[src/sv/srw_pkg.sv]
package srw_pkg;

	localparam int WindowDefault = 32;
	localparam int MaxResults    = 32;
	localparam int SeqW          = 32;
	localparam int SizeW         = 11;
	localparam int HandleW       = 16;
	localparam int DescW         = SizeW + HandleW;
	localparam logic [SizeW-1:0] FullSizeReset = 11'd1464;

	typedef struct packed {
		logic               is_tick;
		logic [SeqW-1:0]    seq_number;
		logic [SizeW-1:0]   payload_size;
		logic [HandleW-1:0] payload_handle;
	} cmd_t;

endpackage

[src/sv/srw_ram.sv]
module srw_ram #(
	parameter int WIDTH = 8,
	parameter int DEPTH = 32,
	localparam int AW = (DEPTH > 1) ? $clog2(DEPTH) : 1
) (
	input  logic             clk,
	input  logic             we,
	input  logic [AW-1:0]    waddr,
	input  logic [WIDTH-1:0] wdata,
	input  logic [AW-1:0]    raddr,
	output logic [WIDTH-1:0] rdata
);

	logic [WIDTH-1:0] mem [DEPTH];

	always_ff @(posedge clk) begin
		if (we) begin
			mem[waddr] <= wdata;
		end
		rdata <= mem[raddr];
	end

endmodule

[src/sv/srw_front.sv]
module srw_front
	import srw_pkg::*;
(
	input  logic               clk,
	input  logic               arst_n,
	input  logic               in_valid,
	output logic               in_stall,
	input  logic               op,
	input  logic               is_data,
	input  logic [SeqW-1:0]    seq_number,
	input  logic [SizeW-1:0]   payload_size,
	input  logic [HandleW-1:0] payload_handle,
	output logic               q_valid,
	output cmd_t               q_item,
	input  logic               q_pop
);

	cmd_t       entry_q [2];
	logic       wr_ptr_q;
	logic       rd_ptr_q;
	logic [1:0] cnt_q;
	logic       push;

	assign in_stall = (cnt_q == 2'd2);
	// drop non-data packets here; ticks and data go on to the back end
	assign push     = in_valid && !in_stall && (op || is_data);
	assign q_valid  = (cnt_q != 2'd0);
	assign q_item   = entry_q[rd_ptr_q];

	always_ff @(posedge clk) begin
		if (push) begin
			entry_q[wr_ptr_q] <= '{is_tick: op, seq_number: seq_number,
				payload_size: payload_size, payload_handle: payload_handle};
		end
	end

	always_ff @(posedge clk or negedge arst_n) begin
		if (!arst_n) begin
			wr_ptr_q <= 1'b0;
			rd_ptr_q <= 1'b0;
			cnt_q    <= 2'd0;
		end else begin
			if (push) begin
				wr_ptr_q <= !wr_ptr_q;
			end
			if (q_pop) begin
				rd_ptr_q <= !rd_ptr_q;
			end
			case ({push, q_pop})
				2'b10:   cnt_q <= cnt_q + 2'd1;
				2'b01:   cnt_q <= cnt_q - 2'd1;
				default: cnt_q <= cnt_q;
			endcase
		end
	end

endmodule

[src/sv/srw_back.sv]
module srw_back
	import srw_pkg::*;
#(
	parameter int WINDOW = WindowDefault
) (
	input  logic               clk,
	input  logic               arst_n,
	input  logic               cfg_we,
	input  logic [SizeW-1:0]   cfg_wdata,
	input  logic               q_valid,
	input  cmd_t               q_item,
	output logic               q_pop,
	output logic               out_valid,
	input  logic               out_stall,
	output logic [SeqW-1:0]    ack_number,
	output logic               is_delivery,
	output logic [SizeW-1:0]   out_payload_size,
	output logic [HandleW-1:0] out_payload_handle,
	output logic               last_of_run,
	output logic               transfer_done
);

	localparam int IW = (WINDOW > 1) ? $clog2(WINDOW) : 1;
	localparam int CW = $clog2(MaxResults);
	localparam logic [1:0] StIdle = 2'd0;
	localparam logic [1:0] StRead = 2'd1;
	localparam logic [1:0] StEmit = 2'd2;
	localparam logic [IW:0]     WinW   = (IW + 1)'(WINDOW);
	localparam logic [IW-1:0]   LastSl = IW'(WINDOW - 1);

	logic [SizeW-1:0]  full_size_q;
	logic [1:0]        state_q;
	logic [SeqW-1:0]   expected_q;
	logic [IW-1:0]     head_q;
	logic [WINDOW-1:0] filled_q;
	logic              finished_q;
	logic [CW-1:0]     cnt_q;

	logic              out_valid_q;
	logic [SeqW-1:0]   ack_q;
	logic              deliv_q;
	logic [SizeW-1:0]  size_q;
	logic [HandleW-1:0] handle_q;
	logic              last_q;
	logic              done_q;

	logic              out_free;
	logic [SeqW-1:0]   offset;
	logic              in_win;
	logic [IW:0]       slot_sum;
	logic [IW-1:0]     slot;
	logic              store;
	logic              tick_emit;
	logic [DescW-1:0]  rdata;
	logic [SizeW-1:0]  rd_size;
	logic [HandleW-1:0] rd_handle;
	logic              emit;
	logic              done;
	logic [IW-1:0]     head_nxt;
	logic              nxt_filled;
	logic              last;

	assign out_free  = !out_valid_q || !out_stall;
	assign offset    = q_item.seq_number - expected_q;
	assign in_win    = offset < SeqW'(WINDOW);
	assign slot_sum  = {1'b0, head_q} + {1'b0, offset[IW-1:0]};
	assign slot      = (slot_sum >= WinW) ? IW'(slot_sum - WinW) : slot_sum[IW-1:0];
	assign q_pop     = (state_q == StIdle) && q_valid && (!q_item.is_tick || out_free);
	assign store     = q_pop && !q_item.is_tick && !finished_q && in_win;
	assign tick_emit = q_pop && q_item.is_tick && (expected_q != '0);

	assign rd_size    = rdata[DescW-1:HandleW];
	assign rd_handle  = rdata[HandleW-1:0];
	assign emit       = (state_q == StEmit) && out_free;
	assign done       = rd_size < full_size_q;
	assign head_nxt   = (head_q == LastSl) ? '0 : head_q + IW'(1);
	assign nxt_filled = filled_q[head_nxt] && (head_nxt != head_q);
	assign last       = done || (cnt_q == CW'(MaxResults - 1)) || !nxt_filled;

	srw_ram #(
		.WIDTH(DescW),
		.DEPTH(WINDOW)
	) u_desc_ram (
		.clk  (clk),
		.we   (store),
		.waddr(slot),
		.wdata({q_item.payload_size, q_item.payload_handle}),
		.raddr(head_q),
		.rdata(rdata)
	);

	always_ff @(posedge clk or negedge arst_n) begin
		if (!arst_n) begin
			full_size_q <= FullSizeReset;
			state_q     <= StIdle;
			expected_q  <= '0;
			head_q      <= '0;
			filled_q    <= '0;
			finished_q  <= 1'b0;
			cnt_q       <= '0;
			out_valid_q <= 1'b0;
		end else begin
			if (cfg_we) begin
				full_size_q <= cfg_wdata;
			end
			if (out_valid_q && !out_stall) begin
				out_valid_q <= 1'b0;
			end
			case (state_q)
				StIdle: begin
					cnt_q <= '0;
					if (tick_emit) begin
						out_valid_q <= 1'b1;
					end
					if (store) begin
						filled_q[slot] <= 1'b1;
						state_q        <= StRead;
					end
				end
				StRead: begin
					// descriptor at the head shows up on the RAM output next cycle
					state_q <= filled_q[head_q] ? StEmit : StIdle;
				end
				StEmit: begin
					if (emit) begin
						out_valid_q      <= 1'b1;
						filled_q[head_q] <= 1'b0;
						expected_q       <= expected_q + SeqW'(1);
						head_q           <= head_nxt;
						cnt_q            <= cnt_q + CW'(1);
						if (done) begin
							finished_q <= 1'b1;
						end
						state_q <= last ? StIdle : StRead;
					end
				end
				default: state_q <= StIdle;
			endcase
		end
	end

	always_ff @(posedge clk) begin
		if (tick_emit) begin
			ack_q    <= expected_q - SeqW'(1);
			deliv_q  <= 1'b0;
			size_q   <= '0;
			handle_q <= '0;
			last_q   <= 1'b1;
			done_q   <= 1'b0;
		end else if (emit) begin
			ack_q    <= expected_q;
			deliv_q  <= 1'b1;
			size_q   <= rd_size;
			handle_q <= rd_handle;
			last_q   <= last;
			done_q   <= done;
		end
	end

	assign out_valid          = out_valid_q;
	assign ack_number         = ack_q;
	assign is_delivery        = deliv_q;
	assign out_payload_size   = size_q;
	assign out_payload_handle = handle_q;
	assign last_of_run        = last_q;
	assign transfer_done      = done_q;

endmodule

[src/sv/selective_repeat_reorder_window.sv]
// Selective-repeat receive window. Packet descriptors and ack ticks enter a
// two-entry queue; non-data packets are dropped there. The back end takes a
// tick and sends its cumulative ack, unless nothing has been delivered yet. A
// data descriptor that lands in the window before the transfer ends is stored,
// and then every in-order slot drained from the head takes a descriptor RAM
// read, then the delivery into the output register, at most 32 deliveries per
// descriptor. The back end takes no new item until the deliveries that a
// stored descriptor releases are done, and output stalls hold the drain. The
// input stalls only when the queue is full. The full payload size register
// should be written only while the block is idle.
module selective_repeat_reorder_window
	import srw_pkg::*;
#(
	parameter int WINDOW = WindowDefault
) (
	input  logic               clk,
	input  logic               arst_n,
	input  logic               cfg_we,
	input  logic [SizeW-1:0]   cfg_wdata,
	input  logic               in_valid,
	output logic               in_stall,
	input  logic               op,
	input  logic               is_data,
	input  logic [SeqW-1:0]    seq_number,
	input  logic [SizeW-1:0]   payload_size,
	input  logic [HandleW-1:0] payload_handle,
	output logic               out_valid,
	input  logic               out_stall,
	output logic [SeqW-1:0]    ack_number,
	output logic               is_delivery,
	output logic [SizeW-1:0]   out_payload_size,
	output logic [HandleW-1:0] out_payload_handle,
	output logic               last_of_run,
	output logic               transfer_done
);

	logic q_valid;
	cmd_t q_item;
	logic q_pop;

	srw_front u_front (
		.clk           (clk),
		.arst_n        (arst_n),
		.in_valid      (in_valid),
		.in_stall      (in_stall),
		.op            (op),
		.is_data       (is_data),
		.seq_number    (seq_number),
		.payload_size  (payload_size),
		.payload_handle(payload_handle),
		.q_valid       (q_valid),
		.q_item        (q_item),
		.q_pop         (q_pop)
	);

	srw_back #(
		.WINDOW(WINDOW)
	) u_back (
		.clk               (clk),
		.arst_n            (arst_n),
		.cfg_we            (cfg_we),
		.cfg_wdata         (cfg_wdata),
		.q_valid           (q_valid),
		.q_item            (q_item),
		.q_pop             (q_pop),
		.out_valid         (out_valid),
		.out_stall         (out_stall),
		.ack_number        (ack_number),
		.is_delivery       (is_delivery),
		.out_payload_size  (out_payload_size),
		.out_payload_handle(out_payload_handle),
		.last_of_run       (last_of_run),
		.transfer_done     (transfer_done)
	);

endmodule

[config.mk]
export PLATFORM = sky130hd
export DESIGN_NAME = selective_repeat_reorder_window
export DESIGN_NICKNAME = d
export VERILOG_FILES = /design/src/sv/srw_pkg.sv /design/src/sv/srw_ram.sv /design/src/sv/srw_front.sv /design/src/sv/srw_back.sv /design/src/sv/selective_repeat_reorder_window.sv
export SDC_FILE = /design/constraint.sdc
export NUM_CORES = 1
export LEC_CHECK = 0
export BUFFER_PORTS_ARGS = -buffer_cell sky130_fd_sc_hd__buf_4
export CAP_MARGIN = 15
export CORE_ASPECT_RATIO = 0.9
export CORE_MARGIN = 10
export CORE_UTILIZATION = 52
export CTS_CLUSTER_SIZE = 24
export DETAILED_ROUTE_END_ITERATION = 7
export GPL_TIMING_DRIVEN = 1
export PLACE_DENSITY = 0.68
export SLEW_MARGIN = 10
export SYNTH_ARGS = -nofsm -noshare
export SYNTH_HDL_FRONTEND = slang
export SYNTH_SLANG_ARGS = --single-unit
[constraint.sdc]
create_clock -name clk -period 7 [get_ports clk]
set_input_delay 0.7 -clock clk [delete_from_list [all_inputs] [get_ports clk]]
set_output_delay 0.7 -clock clk [all_outputs]
set_load 0.005 [all_outputs]
==> results, run 1 <==
- After technology mapping, the gate count stands at 2,609.
- Summed over all layers, the routed wires come to 123,000 um.
- For the pin with the worst max-slew slack, the measured transition is 1110 ps.
- The final period demand of the worst path is 5770 ps.
- The clock drives 1,166 sinks.
- In this run the cell area measured after placement is 49,600 um^2.
- The kind of end point of the critical path is a flip-flop.
- Clock-pin slew was measured on the worst setup and hold paths at 60 ps.
- The initial antenna violation count is 3.
- The first-pass iteration count of the detailed router is 6.
- In this run the cell area of the synthesized design comes to 46,800 um^2.
- Setup repair after global routing left no endpoint under its margin.
- The clock insertion delay at the later pin of the skew report is 730 ps.
- The core region is 89,400 um^2.
- The final layout contains 2,940 nets.
- Measured along the y axis, the die boundary spans 305 um.
- The synthesized netlist contains 66 unique library cells.
- The post-route worst hold slack is 159 ps.
- The global-route wire length before repair is 179,000 um.
- The total die area is 102,000 um^2.
- The flop and latch count out of synthesis is 1,166.
- The x dimension of the die is 336 um.
- Per report_power, the combinational group accounts for 16.4% of the total.
- The starting utilization of the core area is 52.4%.
- The post-CTS setup buffer count is 0.
- The deepest level of the CTS H-tree is 3.
- The congestion estimate from routability-driven global placement came to 0.904.
- The busiest metal layer after global routing is met2.
- The number of placed instances, taps included, is 3,855.
- The portion of the post-synthesis area used by sequential elements is 72.6%.
- Summed over its instances, the top area cell type makes up 65.2% of the synthesized netlist area.
- For this run, global-route usage on met3 was measured as 4.71%.
- After floorplanning, the core was divided into 104 placement rows.
- Cell internal power was estimated by the tool at 12.9 mW.
- In the final layout, the share of cells above drive strength 1 is 25.6%.
- The tightest slew margin relative to the limit is 26.0%.
- The post-synthesis to final-layout area growth is 14.5%.
- The clock skew after layout is 62.9 ps.
- The worst hold path belongs to the class in -> reg.
- The final-report hold violation count is 0.
- The type of the worst setup path is reg -> reg.
- The Yosys step of the flow raised 0 warnings.
- The largest net degree at the start of global routing is 115.
- The maximum buffer depth of the clock tree is 3.
- The top cell type by total area after synthesis is sky130_fd_sc_hd__edfxtp_1.
- The root cell of the clock tree is sky130_fd_sc_hd__clkbuf_16.
- Yosys mapped a number of flops with a built-in enable equal to 1,016.
- Timing would allow up to 0.173 GHz.
- The leakage dissipation is 17.4 nW.
- Gates resized during post-CTS repair numbered 0.
- The number of nets in the synthesized netlist is 2,744.
- The via count of the first global-routing pass is 25,400.
- The count of buffers added on input and output ports is 140.
- The proportion of power drawn by the clock network is 35.8%.
- The sequential share of power is 47.9%.
- The met2 track demand over resource is 37.4%.
- Across the VDD grid, the largest voltage drop is 0.000276 V.
- After detailed routing, the number of vias per cell comes to 6.34.
- The HPWL reported at the end of detailed placement is 78,000 um.
- Setup violations remaining at the end of the flow were counted as 0.
- The predominant post-synthesis flop cell is sky130_fd_sc_hd__edfxtp_1.
- At the worst endpoint, the arrival time is 6150 ps.
- The tool flagged a number of max-cap violations equal to 0.
- After layout, the worst path uses 82.5% of the clock period.
- The max-slew violation count is 0.
- The commonest cells after synthesis are sky130_fd_sc_hd__edfxtp_1 (1,016), sky130_fd_sc_hd__mux4_2 (229), sky130_fd_sc_hd__nand2_1 (153).
- The number of CTS-inserted buffers is 113.
- The flow ran to the end, and the final reports show no timing, DRC or antenna violations.
- The final non-filler cell total is 4,071.
- After routing the design area is 53,600 um^2.
- A synthesized cell averages 17.9 um^2.
- The most common cell in the synthesized netlist is sky130_fd_sc_hd__edfxtp_1.
- Summed over all layers, the global routing overflow is 0.
- The largest fanout of any net on the critical path is 65.
- In this run the power density over the cells is 333 nW/um^2.
- In the final routed layout, each cell accounts on average for 30.2 um.
- The antenna diode count is 0.
- 141 I/O pins were placed.
- The switching portion of total power is 27.5%.
- By area the synthesized netlist is led by sky130_fd_sc_hd__edfxtp_1 (65%), sky130_fd_sc_hd__mux4_2 (11%), sky130_fd_sc_hd__dfrtp_1 (4.7%).
- The share of flip-flops with an asynchronous set or reset after synthesis is 7.98%.
- In this run, the number of DRC markers left after iteration 0 of detailed routing was 3,096.
- The required arrival time at the worst endpoint is 7370 ps.
- The routed via count is 25,800.
- The number of DRC violations after detailed routing is 0.
- For this run, the total global-route usage over all layers was measured as 23.8%.
- The global routing met1 resource utilization is 33.9%.
- Once detail routing completed, the nets flagged for antenna violations numbered 0.
- After routing, the total negative slack on setup checks comes to 0 ps.
- In this run the power spent charging and discharging nets is 4.90 mW.
- TritonCTS built the clock tree.
- The startpoint class of the critical path is a flip-flop.
-- through the flow --
step / total power, mW / util, % / setup slack [ps]
2_1_floorplan: 10.2 / - / 601
3_3_place_gp: 11.5 / 55.5 / 1350
3_5_place_dp: 11.6 / 55.5 / 1220
4_1_cts: 17.9 / 59.9 / 1240
5_1_grt: 18.4 / 59.9 / 690
6_report: 17.8 / 59.9 / 1230
-- area by class of cell --
class	count	area [um^2]
well taps	1166	1460
inverters	56	210
clock buffers	147	3110
repair buffers	212	1660
multi-input cells	1256	12300
flip-flops and latches	1166	34000
clock inverters	68	848
fillers	6421	35800
-- power by group through the flow --
stage / Combinational (mW) / Sequential (mW) / Clock, mW
floorplan: 1.60 / 8.62 / 0
global placement: 2.83 / 8.67 / 0
detailed placement: 2.90 / 8.68 / 0
CTS: 2.91 / 8.53 / 6.46
global route: 3.10 / 8.55 / 6.74
finish: 2.92 / 8.53 / 6.38
-- sequential cells by signal (all words and copies together) (netlist names), 5 cells and up --
signal                     count
u_back.filled_q               32
u_back.head_q                  5
u_back.ack_number             32
u_back.u_desc_ram.mem        864
u_back.out_payload_handle     16
u_back.full_size_q            11
u_back.out_payload_size       11
u_front.entry_q              120
u_back.u_desc_ram.rdata       27
u_back.cnt_q                   5
u_back.expected_q             32
-- routing by layer --
layer	part of all wire, %	vias to the layer above
met2	48	1285
li1	-	10900
met4	2.6	0
met3	9.5	173
met5	0	-
met1	40	13500
-- worst max-delay path, stage by stage, from the launching register on --
cell	delay (ps)
sky130_fd_sc_hd__dfrtp_2	810
sky130_fd_sc_hd__mux2_2	420
sky130_fd_sc_hd__ha_1	430
sky130_fd_sc_hd__nand4_1	190
sky130_fd_sc_hd__or3_1	420
sky130_fd_sc_hd__a2111oi_1	550
sky130_fd_sc_hd__or3_1	260
sky130_fd_sc_hd__a31oi_1	120
sky130_fd_sc_hd__xnor2_1	150
sky130_fd_sc_hd__a2111oi_0	410
sky130_fd_sc_hd__nand4_1	210
sky130_fd_sc_hd__buf_4	450
sky130_fd_sc_hd__nor3_2	750
sky130_fd_sc_hd__buf_12	260
-- timing repair --
item / in CTS / in global routing
hold buffers: 1 / 0
endpoints found under the hold margin: 25 / 0
setup endpoints to repair: 0 / 0
-- final timing paths --
| kind | to | cells past startpoint | slack, ps | start |
|---|---|---|---|---|
| max | u_back.u_desc_ram.mem[4][0] | 13 | 1230 | u_front.rd_ptr_q |
| min | u_front.entry_q[1][19] | 1 | 160 | payload_size[3] |
| max reg2reg | u_back.u_desc_ram.mem[4][0] | 13 | 1230 | u_front.rd_ptr_q |
| min reg2reg | u_back.out_payload_handle[6] | 2 | 420 | u_back.u_desc_ram.rdata[6] |
| max in group asynchronous | u_back.head_q[0] | 3 | 5170 | arst_n |
| min in group asynchronous | u_back.expected_q[18] | 2 | 460 | arst_n |
-- cell usage in the layout (no fill, tap or decap), drive strengths merged, types with 58 or more instances in the layout --
master  count
buf       211
xnor2      81
o21ai      79
dfrtp      87
nand2     153
nor3       59
clkbuf    147
mux4      229
mux2       60
inv        58
a22oi     118
edfxtp   1016
-- kinds of logic after synthesis --
logic type	count (synthesis)	synth area share, %
xor+xnor	91	1.70
buf+inv	187	1.56
compound gates	356	5.09
simple gates	453	4.80
fa+ha+maj	58	1.58
mux	298	12.7
flops	1166	72.6
(Power assumes the default switching activity.)
==> run 2, diff against run 1 <==
Settings changed: PLACE_DENSITY 0.68 to 0.71.
Clock period 7 ns to 4.7 ns, I/O delays scaled along.
==> run 2 against run 1 <==
Clock skew up 3.9 ps. First-iteration DRC count up 3.2%. Worst hold slack worse by 120 ps. Sequential cell count unchanged. Final cell count up 2.3%. Critical endpoint is now u_back.u_desc_ram.mem[23][10]. Critical path depth up 2.
==> results, run 2 (synthesis results as in run 1) <==
- The flow ran to the end, and the final reports show no timing, DRC or antenna violations.
- The post-detailed-route wirelength per cell is 29.8 um.
- Measured against its own limit, the worst slew margin works out to 28.9%.
- The pin slew with the least headroom to its limit is 1070 ps.
- The net switching power of the design is 7.44 mW.
- Global routing consumed, over all layers together, 24.0% of the routing resources.
- The launch instance of the worst register-to-register path is u_front.rd_ptr_q.
- Across the VDD grid, the largest voltage drop is 0.000359 V.
- 141 I/O pins were placed.
- The number of flip-flops under the largest register name is 864.
- The total placed cells including tap cells is 3,892.
- The max-slew violation count is 0.
- Once layout is complete, the cells apart from fillers number 4,165.
- The first global-routing pass estimated 181,000 um of wire.
- The CTS tree is yes.
- The HPWL reported at the end of detailed placement is 78,800 um.
- The largest fanout of any net on the critical path is 33.
- The worst setup path is launched from a flip-flop.
- The termination of the worst setup path is u_back.u_desc_ram.mem[23][10].
- In this run the tool buffered the top-level ports with 140 buffer cells.
- The floorplan step defined a die boundary enclosing 102,000 um^2.
- Combinational logic is responsible for 17.8% of the overall power.
- The first detailed-routing pass took 5 iterations.
- The floorplan step set the die width to 336 um.
- Final hold analysis gives a worst-case slack of 36.4 ps.
- The maximum buffer depth of the clock tree is 3.
- Leaving out fill and tap cells, the most frequent cells in the layout are sky130_fd_sc_hd__edfxtp_1 (1,016), sky130_fd_sc_hd__mux4_2 (229), sky130_fd_sc_hd__buf_4 (208), sky130_fd_sc_hd__nand2_1 (153), sky130_fd_sc_hd__a22oi_1 (118).
- The clock transition at the registers of the reported paths is 60 ps.
- The required arrival time at the worst endpoint is 5100 ps.
- The final critical path takes up 97.7% of the cycle.
- After global routing the overflow that remains totals 0.
- The final design area excluding fillers is 55,000 um^2.
- The final-report hold violation count was 0.
- The initial antenna violation count came to 4.
- The post-route antenna net violation count is 0.
- For this design the static power due to leakage is 18.2 nW.
- Power spread over the standard cell area amounts to 484 nW/um^2.
- The number of DRC violations after detailed routing is 0.
- The logic depth of the worst register-to-register path is 15.
- The largest net degree at the start of global routing is 118.
- The register-to-register path setup slack is 110 ps.
- Of the cells placed in the final design, the portion with a size suffix greater than 1 is 26.2%.
- Ranked by flip-flop count, first place goes to u_back.u_desc_ram.mem.
- The worst endpoint data arrival time is 5000 ps.
- The final layout contains routed wiring with a total length of 124,000 um.
- Setup repair after global routing could not meet its margin everywhere.
- The tree built by TritonCTS fans out to 1,166 sinks.
- The worst register-to-register path ends at u_back.u_desc_ram.mem[23][10].
- The setup path with the least slack is of type reg -> reg.
- The sequential share of power is 47.6%.
- Setup violations remaining at the end of the flow were counted as 0.
- The die height is 305 um.
- In this run, the number of DRC markers left after iteration 0 of detailed routing was 3,195.
- The root cell of the clock tree is sky130_fd_sc_hd__clkbuf_16.
- The number of clock buffers added by TritonCTS is 111.
- The kind of end point of the critical path is a flip-flop.
- The tightest min-delay check is of the in -> reg type.
- The max-capacitance violation count is 0.
- The start point of the critical path is u_front.rd_ptr_q.
- For this run, the top clock speed supported by timing is 0.218 GHz.
- The clock arrives with 66.8 ps of skew.
- Net switching is 27.9% of the power.
- The clock insertion delay at the later pin of the skew report is 720 ps.
- The floorplan has 104 rows.
- Across all layers, the routed design uses 26,500 vias.
- Internal power comes to 19.2 mW.
- The number of vias per cell is 6.35.
- In this run the standard cell core region covers 89,400 um^2.
- The final period demand of the worst path is 4590 ps.
- Compared with the post-synthesis result, the final layout area differs by 17.4%.
- The share of total power dissipated in the clock network is 34.7%.
- Routability-driven placement finished with a final weighted congestion of 0.910.
- The instance area at placement is 50,500 um^2.
- The most common cell after layout, fill and taps aside is sky130_fd_sc_hd__edfxtp_1.
- The deepest level of the CTS H-tree is 3.
- The net count of the finished layout is 3,035.
- In the final layout, the registers with the most flip-flops are u_back.u_desc_ram.mem: 864 flops, u_front.entry_q: 120 flops.
- The via count of the first global-routing pass is 26,400.
- Once the floorplan was initialized, standard cells occupied 52.4% of the core.
-- run 2: changes by cell type in the layout (fill, tap and decap cells not counted), sizes merged --
cell,before,now
dlygate4sd3,1,61
inv,58,59
diode,0,1
buf,211,248
clkbuf,147,129
clkinv,46,52
clkinvlp,4,11
-- run 2: through the flow --
stage               utilization (%)  power (mW)  worst slack, ps  setup TNS (ps)
global placement               56.5        17.4              117               0
finish                         61.5        26.6              108               0
detailed placement             56.5        17.5              142               0
global route                   61.5        27.4            -51.1           -7600
floorplan                         -        15.4            -23.0           -4960
CTS                            61.4        26.7              127               0
-- run 2: area by class of cell --
type | instances | area, um^2
inverter | 56 | 210
sequential | 1166 | 34000
clock inverter | 82 | 905
tap | 1166 | 1460
antenna | 1 | 2.50
timing repair buffer | 309 | 2960
clock buffer | 129 | 2900
multi-input combinational | 1256 | 12500
fill | 6200 | 34400
-- run 2: how the worst min path moves through the flow --
stage | startpoint | end | slack, ps | cells past startpoint
final | cfg_wdata[1] | u_back.full_size_q[1] | 40 | 3
after floorplan | arst_n | u_back.cnt_q[0] | 170 | 0
after detailed placement | u_back.u_desc_ram.rdata[7] | u_back.out_payload_handle[7] | 400 | 2
after global placement | u_back.u_desc_ram.rdata[13] | u_back.out_payload_handle[13] | 400 | 2
after global routing | cfg_wdata[8] | u_back.full_size_q[8] | 30 | 3
after CTS | cfg_wdata[1] | u_back.full_size_q[1] | 8 | 3
-- run 2: power by group through the flow --
stage          logic (mW)  registers (mW)  clock network [mW]
2_1_floorplan        2.53            12.8                   0
3_3_place_gp         4.50            12.9                   0
3_5_place_dp         4.63            12.9                   0
4_1_cts              4.68            12.7                9.33
5_1_grt              5.01            12.7                9.74
6_report             4.73            12.7                9.22
-- run 2: critical path, stage by stage (launching register included) --
cell                       delay, ps
sky130_fd_sc_hd__dfrtp_2         430
sky130_fd_sc_hd__buf_4           180
sky130_fd_sc_hd__mux2i_1         140
sky130_fd_sc_hd__ha_1            220
sky130_fd_sc_hd__fa_1            400
sky130_fd_sc_hd__nand2b_1        210
sky130_fd_sc_hd__a21o_1          240
sky130_fd_sc_hd__a21oi_1         270
sky130_fd_sc_hd__nor2_1           90
sky130_fd_sc_hd__xnor2_1         130
sky130_fd_sc_hd__or4_1           560
sky130_fd_sc_hd__nor4b_2         330
sky130_fd_sc_hd__nand4_1         200
sky130_fd_sc_hd__buf_12          260
sky130_fd_sc_hd__nor3_4          290
sky130_fd_sc_hd__buf_12          230
-- run 2: what timing repair did --
item                       CTS  global route
setup endpoints to repair    0           894
hold endpoints to repair   166             0
setup buffers                0             0
resized for setup            0             8
hold buffers                61             0
-- run 2: per-layer routing --
layer | GRT usage [%] | vias to the layer above | wire [um]
met4 | 7.47 | 0 | 3960
met2 | 38.2 | 1489 | 59700
li1 | - | 11100 | -
met5 | 0 | - | 0
met1 | 33.1 | 13600 | 48200
met3 | 5.01 | 210 | 12200
